## src/sv/assert_macros.svh

```systemverilog
// assertion helpers for the rtl
`ifndef ASSERT_MACROS_SVH
`define ASSERT_MACROS_SVH

// property checked on every rising edge outside reset
`define BPC_ASSERT(lbl, clk, rstn, prop, msg) \
  lbl: assert property (@(posedge clk) disable iff (!(rstn)) (prop)) else $error(msg);

// implication checked on every rising edge outside reset
`define BPC_ASSERT_IMP(lbl, clk, rstn, ante, cons, msg) \
  lbl: assert property (@(posedge clk) disable iff (!(rstn)) (ante) |-> (cons)) \
    else $error(msg);

`endif

```

## src/sv/bpc_pkg.sv

```systemverilog
`timescale 1ns / 1ps
`default_nettype none

package bpc_pkg;

  localparam int unsigned WORD_W   = 16;
  localparam int unsigned CODE_W   = 10;
  localparam int unsigned COEF_W   = 16;
  localparam int unsigned ACC_W    = 32;
  localparam int unsigned CNT_W    = 16;
  localparam int unsigned KPA_W    = 17;
  localparam int unsigned CFG_IDX_W = 3;

  // pressure in 1/16 kPa: (1040 * count + 818400) / 1023
  localparam int unsigned SCALE_W  = 28;
  localparam int unsigned ABS_W    = 26;
  localparam int unsigned DIV_SHIFT = 35;
  localparam int unsigned PROD_W   = 52;
  localparam int unsigned QUO_W    = 17;
  localparam logic [ABS_W-1:0] DIV_RECIP = 26'd33587232;
  localparam logic signed [SCALE_W-1:0] KPA_OFFSET = 28'sd818400;
  localparam logic [ABS_W:0] KPA_DIVISOR = 27'd1023;

  typedef enum logic [CFG_IDX_W-1:0] {
    REG_A0  = 3'd0,
    REG_B1  = 3'd1,
    REG_B2  = 3'd2,
    REG_C12 = 3'd3,
    REG_C11 = 3'd4,
    REG_C22 = 3'd5
  } cfg_reg_t;

  typedef struct packed {
    logic [COEF_W-1:0] a0;
    logic [COEF_W-1:0] b1;
    logic [COEF_W-1:0] b2;
    logic [COEF_W-1:0] c12;
    logic [COEF_W-1:0] c11;
    logic [COEF_W-1:0] c22;
  } coef_set_t;

  function automatic logic signed [ACC_W-1:0] sext_coef(input logic [COEF_W-1:0] v);
    sext_coef = {{(ACC_W-COEF_W){v[COEF_W-1]}}, v};
  endfunction

endpackage

`default_nettype wire

```

## src/sv/bpc_in_if.sv

```systemverilog
`timescale 1ns / 1ps
`default_nettype none

interface bpc_in_if;
  logic                           valid;
  logic                           ready;
  logic [bpc_pkg::WORD_W-1:0]     pressure_word;
  logic [bpc_pkg::WORD_W-1:0]     temperature_word;

  modport source (output valid, output pressure_word, output temperature_word, input ready);
  modport sink (input valid, input pressure_word, input temperature_word, output ready);
endinterface

`default_nettype wire

```

## src/sv/bpc_out_if.sv

```systemverilog
`timescale 1ns / 1ps
`default_nettype none

interface bpc_out_if;
  logic                              valid;
  logic                              ready;
  logic signed [bpc_pkg::CNT_W-1:0]  compensated_count;
  logic signed [bpc_pkg::KPA_W-1:0]  pressure_sixteenth_kpa;

  modport source (output valid, output compensated_count, output pressure_sixteenth_kpa,
                  input ready);
  modport sink (input valid, input compensated_count, input pressure_sixteenth_kpa,
                output ready);
endinterface

`default_nettype wire

```

## src/sv/bpc_cfg_if.sv

```systemverilog
`timescale 1ns / 1ps
`default_nettype none

interface bpc_cfg_if;
  logic                             valid;
  logic                             ready;
  logic [bpc_pkg::CFG_IDX_W-1:0]    index;
  logic [bpc_pkg::COEF_W-1:0]       data;

  modport source (output valid, output index, output data, input ready);
  modport sink (input valid, input index, input data, output ready);
endinterface

`default_nettype wire

```

## src/sv/barometer_pressure_compensation.sv

```systemverilog
// channel   dir  payload                                          handshake
// in_if     in   pressure_word, temperature_word                  valid/ready
// out_if    out  compensated_count, pressure_sixteenth_kpa        valid/ready
// cfg_if    in   index (coefficient 0..5), data                   valid/ready
//
// one transfer per cycle sustained while out_if is ready
// four polynomial stages (multiplies in the first and third) and three scaling stages
// each stage holds under stall and takes new data once its successor frees
// rst_n synchronous: clears valids and coefficients, cfg always ready
`timescale 1ns / 1ps
`default_nettype none
`include "assert_macros.svh"

module barometer_pressure_compensation (
  input  wire logic  clk,
  input  wire logic  rst_n,
  bpc_in_if.sink     in_if,
  bpc_out_if.source  out_if,
  bpc_cfg_if.sink    cfg_if
);

  bpc_pkg::coef_set_t coef;

  logic                             mid_valid;
  logic                             mid_ready;
  logic signed [bpc_pkg::CNT_W-1:0] mid_count;

  bpc_coef_regs u_coef (
    .clk       (clk),
    .rst_n     (rst_n),
    .cfg_valid (cfg_if.valid),
    .cfg_ready (cfg_if.ready),
    .cfg_index (cfg_if.index),
    .cfg_data  (cfg_if.data),
    .coef      (coef)
  );

  bpc_poly u_poly (
    .clk              (clk),
    .rst_n            (rst_n),
    .coef             (coef),
    .in_valid         (in_if.valid),
    .in_ready         (in_if.ready),
    .pressure_word    (in_if.pressure_word),
    .temperature_word (in_if.temperature_word),
    .out_valid        (mid_valid),
    .out_ready        (mid_ready),
    .out_count        (mid_count)
  );

  bpc_scale u_scale (
    .clk       (clk),
    .rst_n     (rst_n),
    .in_valid  (mid_valid),
    .in_ready  (mid_ready),
    .in_count  (mid_count),
    .out_valid (out_if.valid),
    .out_ready (out_if.ready),
    .out_count (out_if.compensated_count),
    .out_kpa   (out_if.pressure_sixteenth_kpa)
  );

  `BPC_ASSERT_IMP(a_ready_through, clk, rst_n, out_if.ready, in_if.ready, "pipeline blocked with sink ready")
  `BPC_ASSERT_IMP(a_stall_full, clk, rst_n, !in_if.ready, out_if.valid && !out_if.ready, "input stalled without full pipeline")
  `BPC_ASSERT_IMP(a_zero_count, clk, rst_n, out_if.valid && out_if.compensated_count == 16'sd0, out_if.pressure_sixteenth_kpa == 17'sd800, "zero count not at 50 kPa")

endmodule

`default_nettype wire

```

## src/sv/bpc_coef_regs.sv

```systemverilog
`timescale 1ns / 1ps
`default_nettype none

module bpc_coef_regs (
  input  wire logic                            clk,
  input  wire logic                            rst_n,
  input  wire logic                            cfg_valid,
  output      logic                            cfg_ready,
  input  wire logic [bpc_pkg::CFG_IDX_W-1:0]   cfg_index,
  input  wire logic [bpc_pkg::COEF_W-1:0]      cfg_data,
  output      bpc_pkg::coef_set_t              coef
);

  bpc_pkg::coef_set_t coef_r, coef_nxt;

  assign cfg_ready = 1'b1;
  assign coef      = coef_r;

  always_comb begin
    coef_nxt = coef_r;
    if (cfg_valid) begin
      unique case (cfg_index)
        bpc_pkg::REG_A0:  coef_nxt.a0  = cfg_data;
        bpc_pkg::REG_B1:  coef_nxt.b1  = cfg_data;
        bpc_pkg::REG_B2:  coef_nxt.b2  = cfg_data;
        bpc_pkg::REG_C12: coef_nxt.c12 = cfg_data;
        bpc_pkg::REG_C11: coef_nxt.c11 = cfg_data;
        bpc_pkg::REG_C22: coef_nxt.c22 = cfg_data;
        default:          coef_nxt     = coef_r;
      endcase
    end
  end

  always_ff @(posedge clk) begin
    if (!rst_n) begin
      coef_r <= '0;
    end else begin
      coef_r <= coef_nxt;
    end
  end

endmodule

`default_nettype wire

```

## src/sv/bpc_poly.sv

```systemverilog
`timescale 1ns / 1ps
`default_nettype none

module bpc_poly (
  input  wire logic                               clk,
  input  wire logic                               rst_n,
  input  wire bpc_pkg::coef_set_t                 coef,
  input  wire logic                               in_valid,
  output      logic                               in_ready,
  input  wire logic [bpc_pkg::WORD_W-1:0]         pressure_word,
  input  wire logic [bpc_pkg::WORD_W-1:0]         temperature_word,
  output      logic                               out_valid,
  input  wire logic                               out_ready,
  output      logic signed [bpc_pkg::CNT_W-1:0]   out_count
);

  localparam int unsigned AW = bpc_pkg::ACC_W;
  localparam int unsigned CW = bpc_pkg::CODE_W;
  localparam int unsigned WW = bpc_pkg::WORD_W;

  logic rdy1, rdy2, rdy3, rdy4;
  logic v1_r, v2_r, v3_r, v4_r;

  logic [CW-1:0]        p1_r, t1_r, p2_r, t2_r;
  logic signed [AW-1:0] c11p1_r, c12t1_r, c22t1_r;
  logic signed [AW-1:0] a1_2_r, a2_2_r;
  logic signed [AW-1:0] a1p3_r, a2t3_r;
  logic signed [bpc_pkg::CNT_W-1:0] cnt4_r;

  logic [CW-1:0]        p_in, t_in;
  logic signed [AW-1:0] p_in_x, t_in_x, p2_x, t2_x;
  logic signed [AW-1:0] sum_a11, a11, sum_a1, a1, sum_a2, a2;
  logic signed [AW-1:0] sum_y1, y1, acc, acc_adj, pc;

  assign rdy4     = !v4_r || out_ready;
  assign rdy3     = !v3_r || rdy4;
  assign rdy2     = !v2_r || rdy3;
  assign rdy1     = !v1_r || rdy2;
  assign in_ready = rdy1;
  assign out_valid = v4_r;
  assign out_count = cnt4_r;

  // stage 1 operands
  assign p_in   = pressure_word[WW-1 -: CW];
  assign t_in   = temperature_word[WW-1 -: CW];
  assign p_in_x = {{(AW-CW){1'b0}}, p_in};
  assign t_in_x = {{(AW-CW){1'b0}}, t_in};

  // stage 2: first-order terms
  always_comb begin
    sum_a11 = (bpc_pkg::sext_coef(coef.b1) <<< 14) + c11p1_r;
    a11     = sum_a11 >>> 14;
    sum_a1  = (a11 <<< 11) + c12t1_r;
    a1      = sum_a1 >>> 11;
    sum_a2  = (bpc_pkg::sext_coef(coef.b2) <<< 15) + (c22t1_r >>> 1);
    a2      = sum_a2 >>> 16;
  end

  assign p2_x = {{(AW-CW){1'b0}}, p2_r};
  assign t2_x = {{(AW-CW){1'b0}}, t2_r};

  // stage 4: sum and divide by 8192 toward zero
  always_comb begin
    sum_y1  = (bpc_pkg::sext_coef(coef.a0) <<< 10) + a1p3_r;
    y1      = sum_y1 >>> 10;
    acc     = (y1 <<< 10) + a2t3_r;
    acc_adj = acc + (acc[AW-1] ? 32'sd8191 : 32'sd0);
    pc      = acc_adj >>> 13;
  end

  always_ff @(posedge clk) begin
    if (!rst_n) begin
      v1_r <= 1'b0;
      v2_r <= 1'b0;
      v3_r <= 1'b0;
      v4_r <= 1'b0;
    end else begin
      if (rdy1) v1_r <= in_valid;
      if (rdy2) v2_r <= v1_r;
      if (rdy3) v3_r <= v2_r;
      if (rdy4) v4_r <= v3_r;
    end
  end

  always_ff @(posedge clk) begin
    if (rdy1 && in_valid) begin
      p1_r    <= p_in;
      t1_r    <= t_in;
      c11p1_r <= bpc_pkg::sext_coef(coef.c11) * p_in_x;
      c12t1_r <= bpc_pkg::sext_coef(coef.c12) * t_in_x;
      c22t1_r <= bpc_pkg::sext_coef(coef.c22) * t_in_x;
    end
    if (rdy2 && v1_r) begin
      p2_r   <= p1_r;
      t2_r   <= t1_r;
      a1_2_r <= a1;
      a2_2_r <= a2;
    end
    if (rdy3 && v2_r) begin
      a1p3_r <= a1_2_r * p2_x;
      a2t3_r <= a2_2_r * t2_x;
    end
    if (rdy4 && v3_r) begin
      cnt4_r <= pc[bpc_pkg::CNT_W-1:0];
    end
  end

endmodule

`default_nettype wire

```

## src/sv/bpc_scale.sv

```systemverilog
`timescale 1ns / 1ps
`default_nettype none

module bpc_scale (
  input  wire logic                               clk,
  input  wire logic                               rst_n,
  input  wire logic                               in_valid,
  output      logic                               in_ready,
  input  wire logic signed [bpc_pkg::CNT_W-1:0]   in_count,
  output      logic                               out_valid,
  input  wire logic                               out_ready,
  output      logic signed [bpc_pkg::CNT_W-1:0]   out_count,
  output      logic signed [bpc_pkg::KPA_W-1:0]   out_kpa
);

  localparam int unsigned SW = bpc_pkg::SCALE_W;
  localparam int unsigned XW = bpc_pkg::ABS_W;
  localparam int unsigned QW = bpc_pkg::QUO_W;
  localparam int unsigned NW = bpc_pkg::CNT_W;

  logic rdy5, rdy6, rdy7;
  logic v5_r, v6_r, v7_r;

  logic [XW-1:0]        abs5_r, abs6_r;
  logic                 neg5_r, neg6_r;
  logic signed [NW-1:0] cnt5_r, cnt6_r, cnt7_r;
  logic [QW-1:0]        q6_r;
  logic signed [bpc_pkg::KPA_W-1:0] kpa7_r;

  logic signed [SW-1:0] cnt_x, num, num_abs;
  logic [bpc_pkg::PROD_W-1:0] prod;
  logic [XW:0]          q_mul, rem;
  logic [QW-1:0]        q_fix;
  logic signed [bpc_pkg::KPA_W-1:0] kpa;

  assign rdy7      = !v7_r || out_ready;
  assign rdy6      = !v6_r || rdy7;
  assign rdy5      = !v5_r || rdy6;
  assign in_ready  = rdy5;
  assign out_valid = v7_r;
  assign out_count = cnt7_r;
  assign out_kpa   = kpa7_r;

  // numerator 1040 * count + offset, split into sign and magnitude
  always_comb begin
    cnt_x   = {{(SW-NW){in_count[NW-1]}}, in_count};
    num     = (cnt_x <<< 10) + (cnt_x <<< 4) + bpc_pkg::KPA_OFFSET;
    num_abs = num[SW-1] ? -num : num;
  end

  // reciprocal estimate, low by at most one
  assign prod = {{(bpc_pkg::PROD_W-XW){1'b0}}, abs5_r} *
                {{(bpc_pkg::PROD_W-XW){1'b0}}, bpc_pkg::DIV_RECIP};

  // remainder check and sign restore
  always_comb begin
    q_mul = {q6_r, 10'd0} - {{(XW+1-QW){1'b0}}, q6_r};
    rem   = {1'b0, abs6_r} - q_mul;
    q_fix = (rem >= bpc_pkg::KPA_DIVISOR) ? q6_r + 1'b1 : q6_r;
    kpa   = neg6_r ? -$signed(q_fix) : $signed(q_fix);
  end

  always_ff @(posedge clk) begin
    if (!rst_n) begin
      v5_r <= 1'b0;
      v6_r <= 1'b0;
      v7_r <= 1'b0;
    end else begin
      if (rdy5) v5_r <= in_valid;
      if (rdy6) v6_r <= v5_r;
      if (rdy7) v7_r <= v6_r;
    end
  end

  always_ff @(posedge clk) begin
    if (rdy5 && in_valid) begin
      abs5_r <= num_abs[XW-1:0];
      neg5_r <= num[SW-1];
      cnt5_r <= in_count;
    end
    if (rdy6 && v5_r) begin
      q6_r   <= prod[bpc_pkg::DIV_SHIFT +: QW];
      abs6_r <= abs5_r;
      neg6_r <= neg5_r;
      cnt6_r <= cnt5_r;
    end
    if (rdy7 && v6_r) begin
      kpa7_r <= kpa;
      cnt7_r <= cnt6_r;
    end
  end

endmodule

`default_nettype wire
```

## src/flat_wrapper.sv

```systemverilog
// flat-port wrapper written by rule: the top's interface ports become plain ports
module barometer_pressure_compensation_flat 
  (clk, rst_n, in_if_valid, in_if_pressure_word, in_if_temperature_word, in_if_ready, out_if_valid, out_if_compensated_count, out_if_pressure_sixteenth_kpa, out_if_ready, cfg_if_valid, cfg_if_index, cfg_if_data, cfg_if_ready);
  bpc_in_if in_if_i ();
  bpc_out_if out_if_i ();
  bpc_cfg_if cfg_if_i ();
  input  wire logic clk;
  input  wire logic rst_n;
  input wire logic [$bits(in_if_i.valid)-1:0] in_if_valid;
  input wire logic [$bits(in_if_i.pressure_word)-1:0] in_if_pressure_word;
  input wire logic [$bits(in_if_i.temperature_word)-1:0] in_if_temperature_word;
  output wire logic [$bits(in_if_i.ready)-1:0] in_if_ready;
  output wire logic [$bits(out_if_i.valid)-1:0] out_if_valid;
  output wire logic [$bits(out_if_i.compensated_count)-1:0] out_if_compensated_count;
  output wire logic [$bits(out_if_i.pressure_sixteenth_kpa)-1:0] out_if_pressure_sixteenth_kpa;
  input wire logic [$bits(out_if_i.ready)-1:0] out_if_ready;
  input wire logic [$bits(cfg_if_i.valid)-1:0] cfg_if_valid;
  input wire logic [$bits(cfg_if_i.index)-1:0] cfg_if_index;
  input wire logic [$bits(cfg_if_i.data)-1:0] cfg_if_data;
  output wire logic [$bits(cfg_if_i.ready)-1:0] cfg_if_ready;
  assign in_if_i.valid = in_if_valid;
  assign in_if_i.pressure_word = in_if_pressure_word;
  assign in_if_i.temperature_word = in_if_temperature_word;
  assign in_if_ready = in_if_i.ready;
  assign out_if_valid = out_if_i.valid;
  assign out_if_compensated_count = out_if_i.compensated_count;
  assign out_if_pressure_sixteenth_kpa = out_if_i.pressure_sixteenth_kpa;
  assign out_if_i.ready = out_if_ready;
  assign cfg_if_i.valid = cfg_if_valid;
  assign cfg_if_i.index = cfg_if_index;
  assign cfg_if_i.data = cfg_if_data;
  assign cfg_if_ready = cfg_if_i.ready;
  barometer_pressure_compensation u_core (.clk(clk), .rst_n(rst_n), .in_if(in_if_i), .out_if(out_if_i), .cfg_if(cfg_if_i));
endmodule
```

## config.mk

```make
export PLATFORM = sky130hd
export DESIGN_NAME = barometer_pressure_compensation_flat
export DESIGN_NICKNAME = d
export VERILOG_FILES = /design/src/sv/bpc_pkg.sv /design/src/sv/bpc_in_if.sv /design/src/sv/bpc_out_if.sv /design/src/sv/bpc_cfg_if.sv /design/src/sv/barometer_pressure_compensation.sv /design/src/sv/bpc_coef_regs.sv /design/src/sv/bpc_poly.sv /design/src/sv/bpc_scale.sv /design/src/flat_wrapper.sv
export VERILOG_INCLUDE_DIRS = /design/src /design/src/sv
export SDC_FILE = /design/constraint.sdc
export NUM_CORES = 2
export LEC_CHECK = 0
export BUFFER_PORTS_ARGS = -buffer_cell sky130_fd_sc_hd__buf_2
export CAP_MARGIN = 5
export CORE_MARGIN = 1.5
export CORE_UTILIZATION = 56
export CTS_BUF_LIST = sky130_fd_sc_hd__clkbuf_4
export DETAILED_ROUTE_END_ITERATION = 8
export PLACE_DENSITY = 0.74
export SETUP_SLACK_MARGIN = 0.15
export SLEW_MARGIN = 15
export SYNTH_ARGS = -nofsm -noshare
export SYNTH_HDL_FRONTEND = slang
export SYNTH_SLANG_ARGS = --single-unit
```

## constraint.sdc

```tcl
create_clock -name clk -period 8.61 [get_ports clk]
set_input_delay 1.722 -clock clk [delete_from_list [all_inputs] [get_ports clk]]
set_output_delay 1.722 -clock clk [all_outputs]
set_load 0.01 [all_outputs]
```

==> results.py <==
metrics = {
    "timing": {
        "hold_viol": 0,
        "fmax_ghz": 0.132,
        "post-route-period-util_pct": 87.8,
        "setup_viol": 0,
        "rsz0062_at_grt": "false",
        "final.setup.tns_ns": 0,
        "slew_headroom_pct": 24.4,
        "worstMarginPinSlew_ns": 1.13,
        "worst_slack_ns": 1.05,
        "fin_skew_ns": 0.0770,
        "timing.final.crit_period_ns": 7.56,
        "maxSlewViolCount": 0,
    },
    "power_and_ir_drop": {
        "power_density_mw_per_mm2": 214,
        "cellLeakagePower_nw": 24.9,
        "finalPower_w": 0.0120,
        "irDropWorstVdd_v": 0.000238,
    },
    "routing": {
        "dr.pass1.iters": 5,
        "dr.first_iter.drc_count": 2178,
        "wirelength_mm": 116,
        "postRouteAntennaNets": 0,
        "num_vias": 37200,
        "avgViaCountPerCell": 5.46,
        "drc": 0,
        "post_drt_wl_per_cell_um": 17.0,
    },
    "clocking": {
        "cts_hold_buf": 0,
        "clk_latency_ns": 0.92,
        "cts-resized-gates": 0,
        "cts_tree": "done",
        "cts.sinks": 411,
        "path_clk_slew_ns": 0.06,
        "cts-htree-levels": 3,
        "clockRootBuffer": "clkbuf_4",
        "numCtsBuffers": 103,
        "cts_max_path_buffers": 3,
        "cts_setup_buffers": 0,
    },
    "hold_path": {
        "hold_class": "flop to flop",
        "worstHoldPathCells": 0,
        "min_to": "u_core.u_scale.neg6_r",
        "min_from": "u_core.u_scale.neg5_r",
    },
    "die": {
        "core_mm2": 0.0947,
        "io_pins": 92,
        "fp.dieArea_mm2": 0.0973,
        "fp.dieW_um": 312,
        "rows": 113,
        "start_util_pct": 56.4,
        "die_h_um": 312,
    },
    "synth": {
        "synth_area_leader_cell": "fa_1",
        "synth.top_cells.by_count": "inv_1 (958), fa_1 (780), nand2_1 (652)",
        "synth_most_common_cell": "inv_1",
        "async_reset_ff_share_pct": 0,
        "synthTopCellsByArea": "fa_1 (29%), edfxtp_1 (17%), ha_1 (13%)",
        "yosysWarnings": 0,
        "avgSynthCellArea_um2": 9.75,
        "synth_top_area_share_pct": 29.2,
        "syn_nets": 6871,
        "synth-edff-count": 308,
        "synth_area_mm2": 0.0534,
        "synth_cells": 5481,
        "synth-main-ff-cell": "edfxtp_1",
        "ys_seq_area_share_pct": 21.2,
        "synth_cell_types": 93,
        "synth-seq-cells": 411,
    },
    "setup_path": {
        "reg2reg_from": "u_core.u_poly.a1p3_r[10]",
        "arrival_ns": 8.16,
        "critPathLaunchType": "flop",
        "slowest_stage": "a2111oi_0",
        "rrSetupSlack_ns": 1.05,
        "reg2reg_depth": 35,
        "end_kind": "flop",
        "max_stage_delay_ns": 0.55,
        "required_ns": 9.21,
        "critPathKind": "flop to flop",
        "critPathMostFrequentCell": "a21oi_1",
        "worstPathMaxFanout": 14,
        "reg2reg_to": "u_core.u_poly.out_count[10]",
    },
    "global_route": {
        "gr-total-overflow": 0,
        "grt_pass1_wl_mm": 194,
        "antenna_found_initial": 2,
        "grt_max_degree": 104,
        "grt_pass1_vias": 39600,
        "grt_usage_pct": 24.7,
    },
    "placed_design": {
        "port_buffers": 78,
        "dp_hpwl_mm": 91.7,
        "gp_congestion": 0.921,
        "dp.cells": 6641,
        "pre_cts_slack_ns": 0.625,
    },
    "status": {
        "status": "finished clean",
    },
    "cells_and_area": {
        "drive_above_1_share_pct": 5.70,
        "stdcell_count": 6826,
        "area_growth_syn_to_layout_pct": 5.14,
        "nets": 6871,
    },
    "run": {
        "max_cap_viol_count": 0,
    },
}
## power breakdown
group          switching [W]  internal [W]
Sequential          0.000202       0.00275
Combinational        0.00402       0.00329
Clock               0.000813      0.000939
Total                0.00504       0.00697
## cells by family after synthesis
kind of cell             Yosys count  share of synthesized area (%)
adder cells (fa/ha/maj)         1334                           42.2
other                              1                        0.00702
buffers and inverters           1157                           8.24
flip-flops                       411                           21.2
multiplexers                      11                          0.218
AO/OA/AOI/OAI                    649                           8.34
XOR/XNOR                         283                           4.67
AND/OR/NAND/NOR                 1635                           15.2
## state kept, by name, summed over array words and instances, names as in the netlist, 11 cells and up
name                      cells
u_core.u_coef.coef           96
u_core.u_poly.a1_2_r         21
u_core.u_poly.a1p3_r         22
u_core.u_poly.a2_2_r         16
u_core.u_poly.a2t3_r         27
u_core.u_poly.c11p1_r        13
u_core.u_poly.c12t1_r        16
u_core.u_poly.c22t1_r        11
u_core.u_poly.out_count      16
u_core.u_scale.abs5_r        22
u_core.u_scale.abs6_r        22
u_core.u_scale.cnt5_r        15
u_core.u_scale.cnt6_r        15
u_core.u_scale.out_count     16
u_core.u_scale.out_kpa       17
u_core.u_scale.q6_r          17
## worst max path at each step
stage,startpoint,end,depth (start not counted)
6_report,u_core.u_poly.a1p3_r[10],u_core.u_poly.out_count[10],35
2_1_floorplan,in_if_temperature_word[10],u_core.u_poly.c22t1_r[26],24
3_3_place_gp,in_if_temperature_word[9],u_core.u_poly.c22t1_r[26],24
3_5_place_dp,in_if_temperature_word[11],u_core.u_poly.c22t1_r[26],24
4_1_cts,u_core.u_poly.a1p3_r[10],u_core.u_poly.out_count[15],35
5_1_grt,u_core.u_poly.a1p3_r[10],u_core.u_poly.out_count[15],35
## worst max-delay path: cells and delay by family (launching register included)
family          cells  cell delay [ns]
compound gates     19             4.01
flops               1             0.38
xor+xnor            4             0.63
simple gates        6             0.71
buf+inv             2             0.31
fa+ha+maj           4             1.24
## per-layer routing
metal	track usage, %	vias to the layer above	routed length, um
met1	31.2	18500	48400
met3	3.04	225	5770
met2	43.6	975	57900
li1	-	17500	-
met5	0	-	0
met4	8.57	0	3600
## cell usage in the layout, fill, tap and decap left out, drive strengths merged, types with 12 or more instances in the layout
master and count:
o21ai 99, a31oi 19, nand2 653, nand2b 27
xor2 62, nand4 16, a21boi 114, nor2b 41
a31o 12, inv 958, o21bai 27, nor3 69
a21oi 164, a21o 49, and2 500, a211oi 14
and3 36, ha 554, or3 19, clkinv 26
buf 94, nand3 47, o2111ai 13, clkbuf 148
nor4 13, fa 780, xnor2 221, o21a 39
nor2 170, or2 13, dfxtp 103, edfxtp 308
## stage by stage
stage	util (%)	instance area, um^2	hold slack [ns]
after CTS	59.3	56200	0.369
after detailed placement	57.8	54800	0.405
after floorplan	-	53400	0.400
final	59.3	56200	0.359
after global routing	59.3	56200	0.375
after global placement	57.8	54800	0.400
## final cells by class
class                      count  area (um^2)
clock buffer                 148         1110
tap                         1265         1580
clock inverter                34          283
multi-input combinational   3913        37800
antenna                        3         7.51
timing repair buffer          94          510
fill                        8089        38600
sequential                   411        11300
inverter                     958         3600
(Power assumes the default switching activity.)
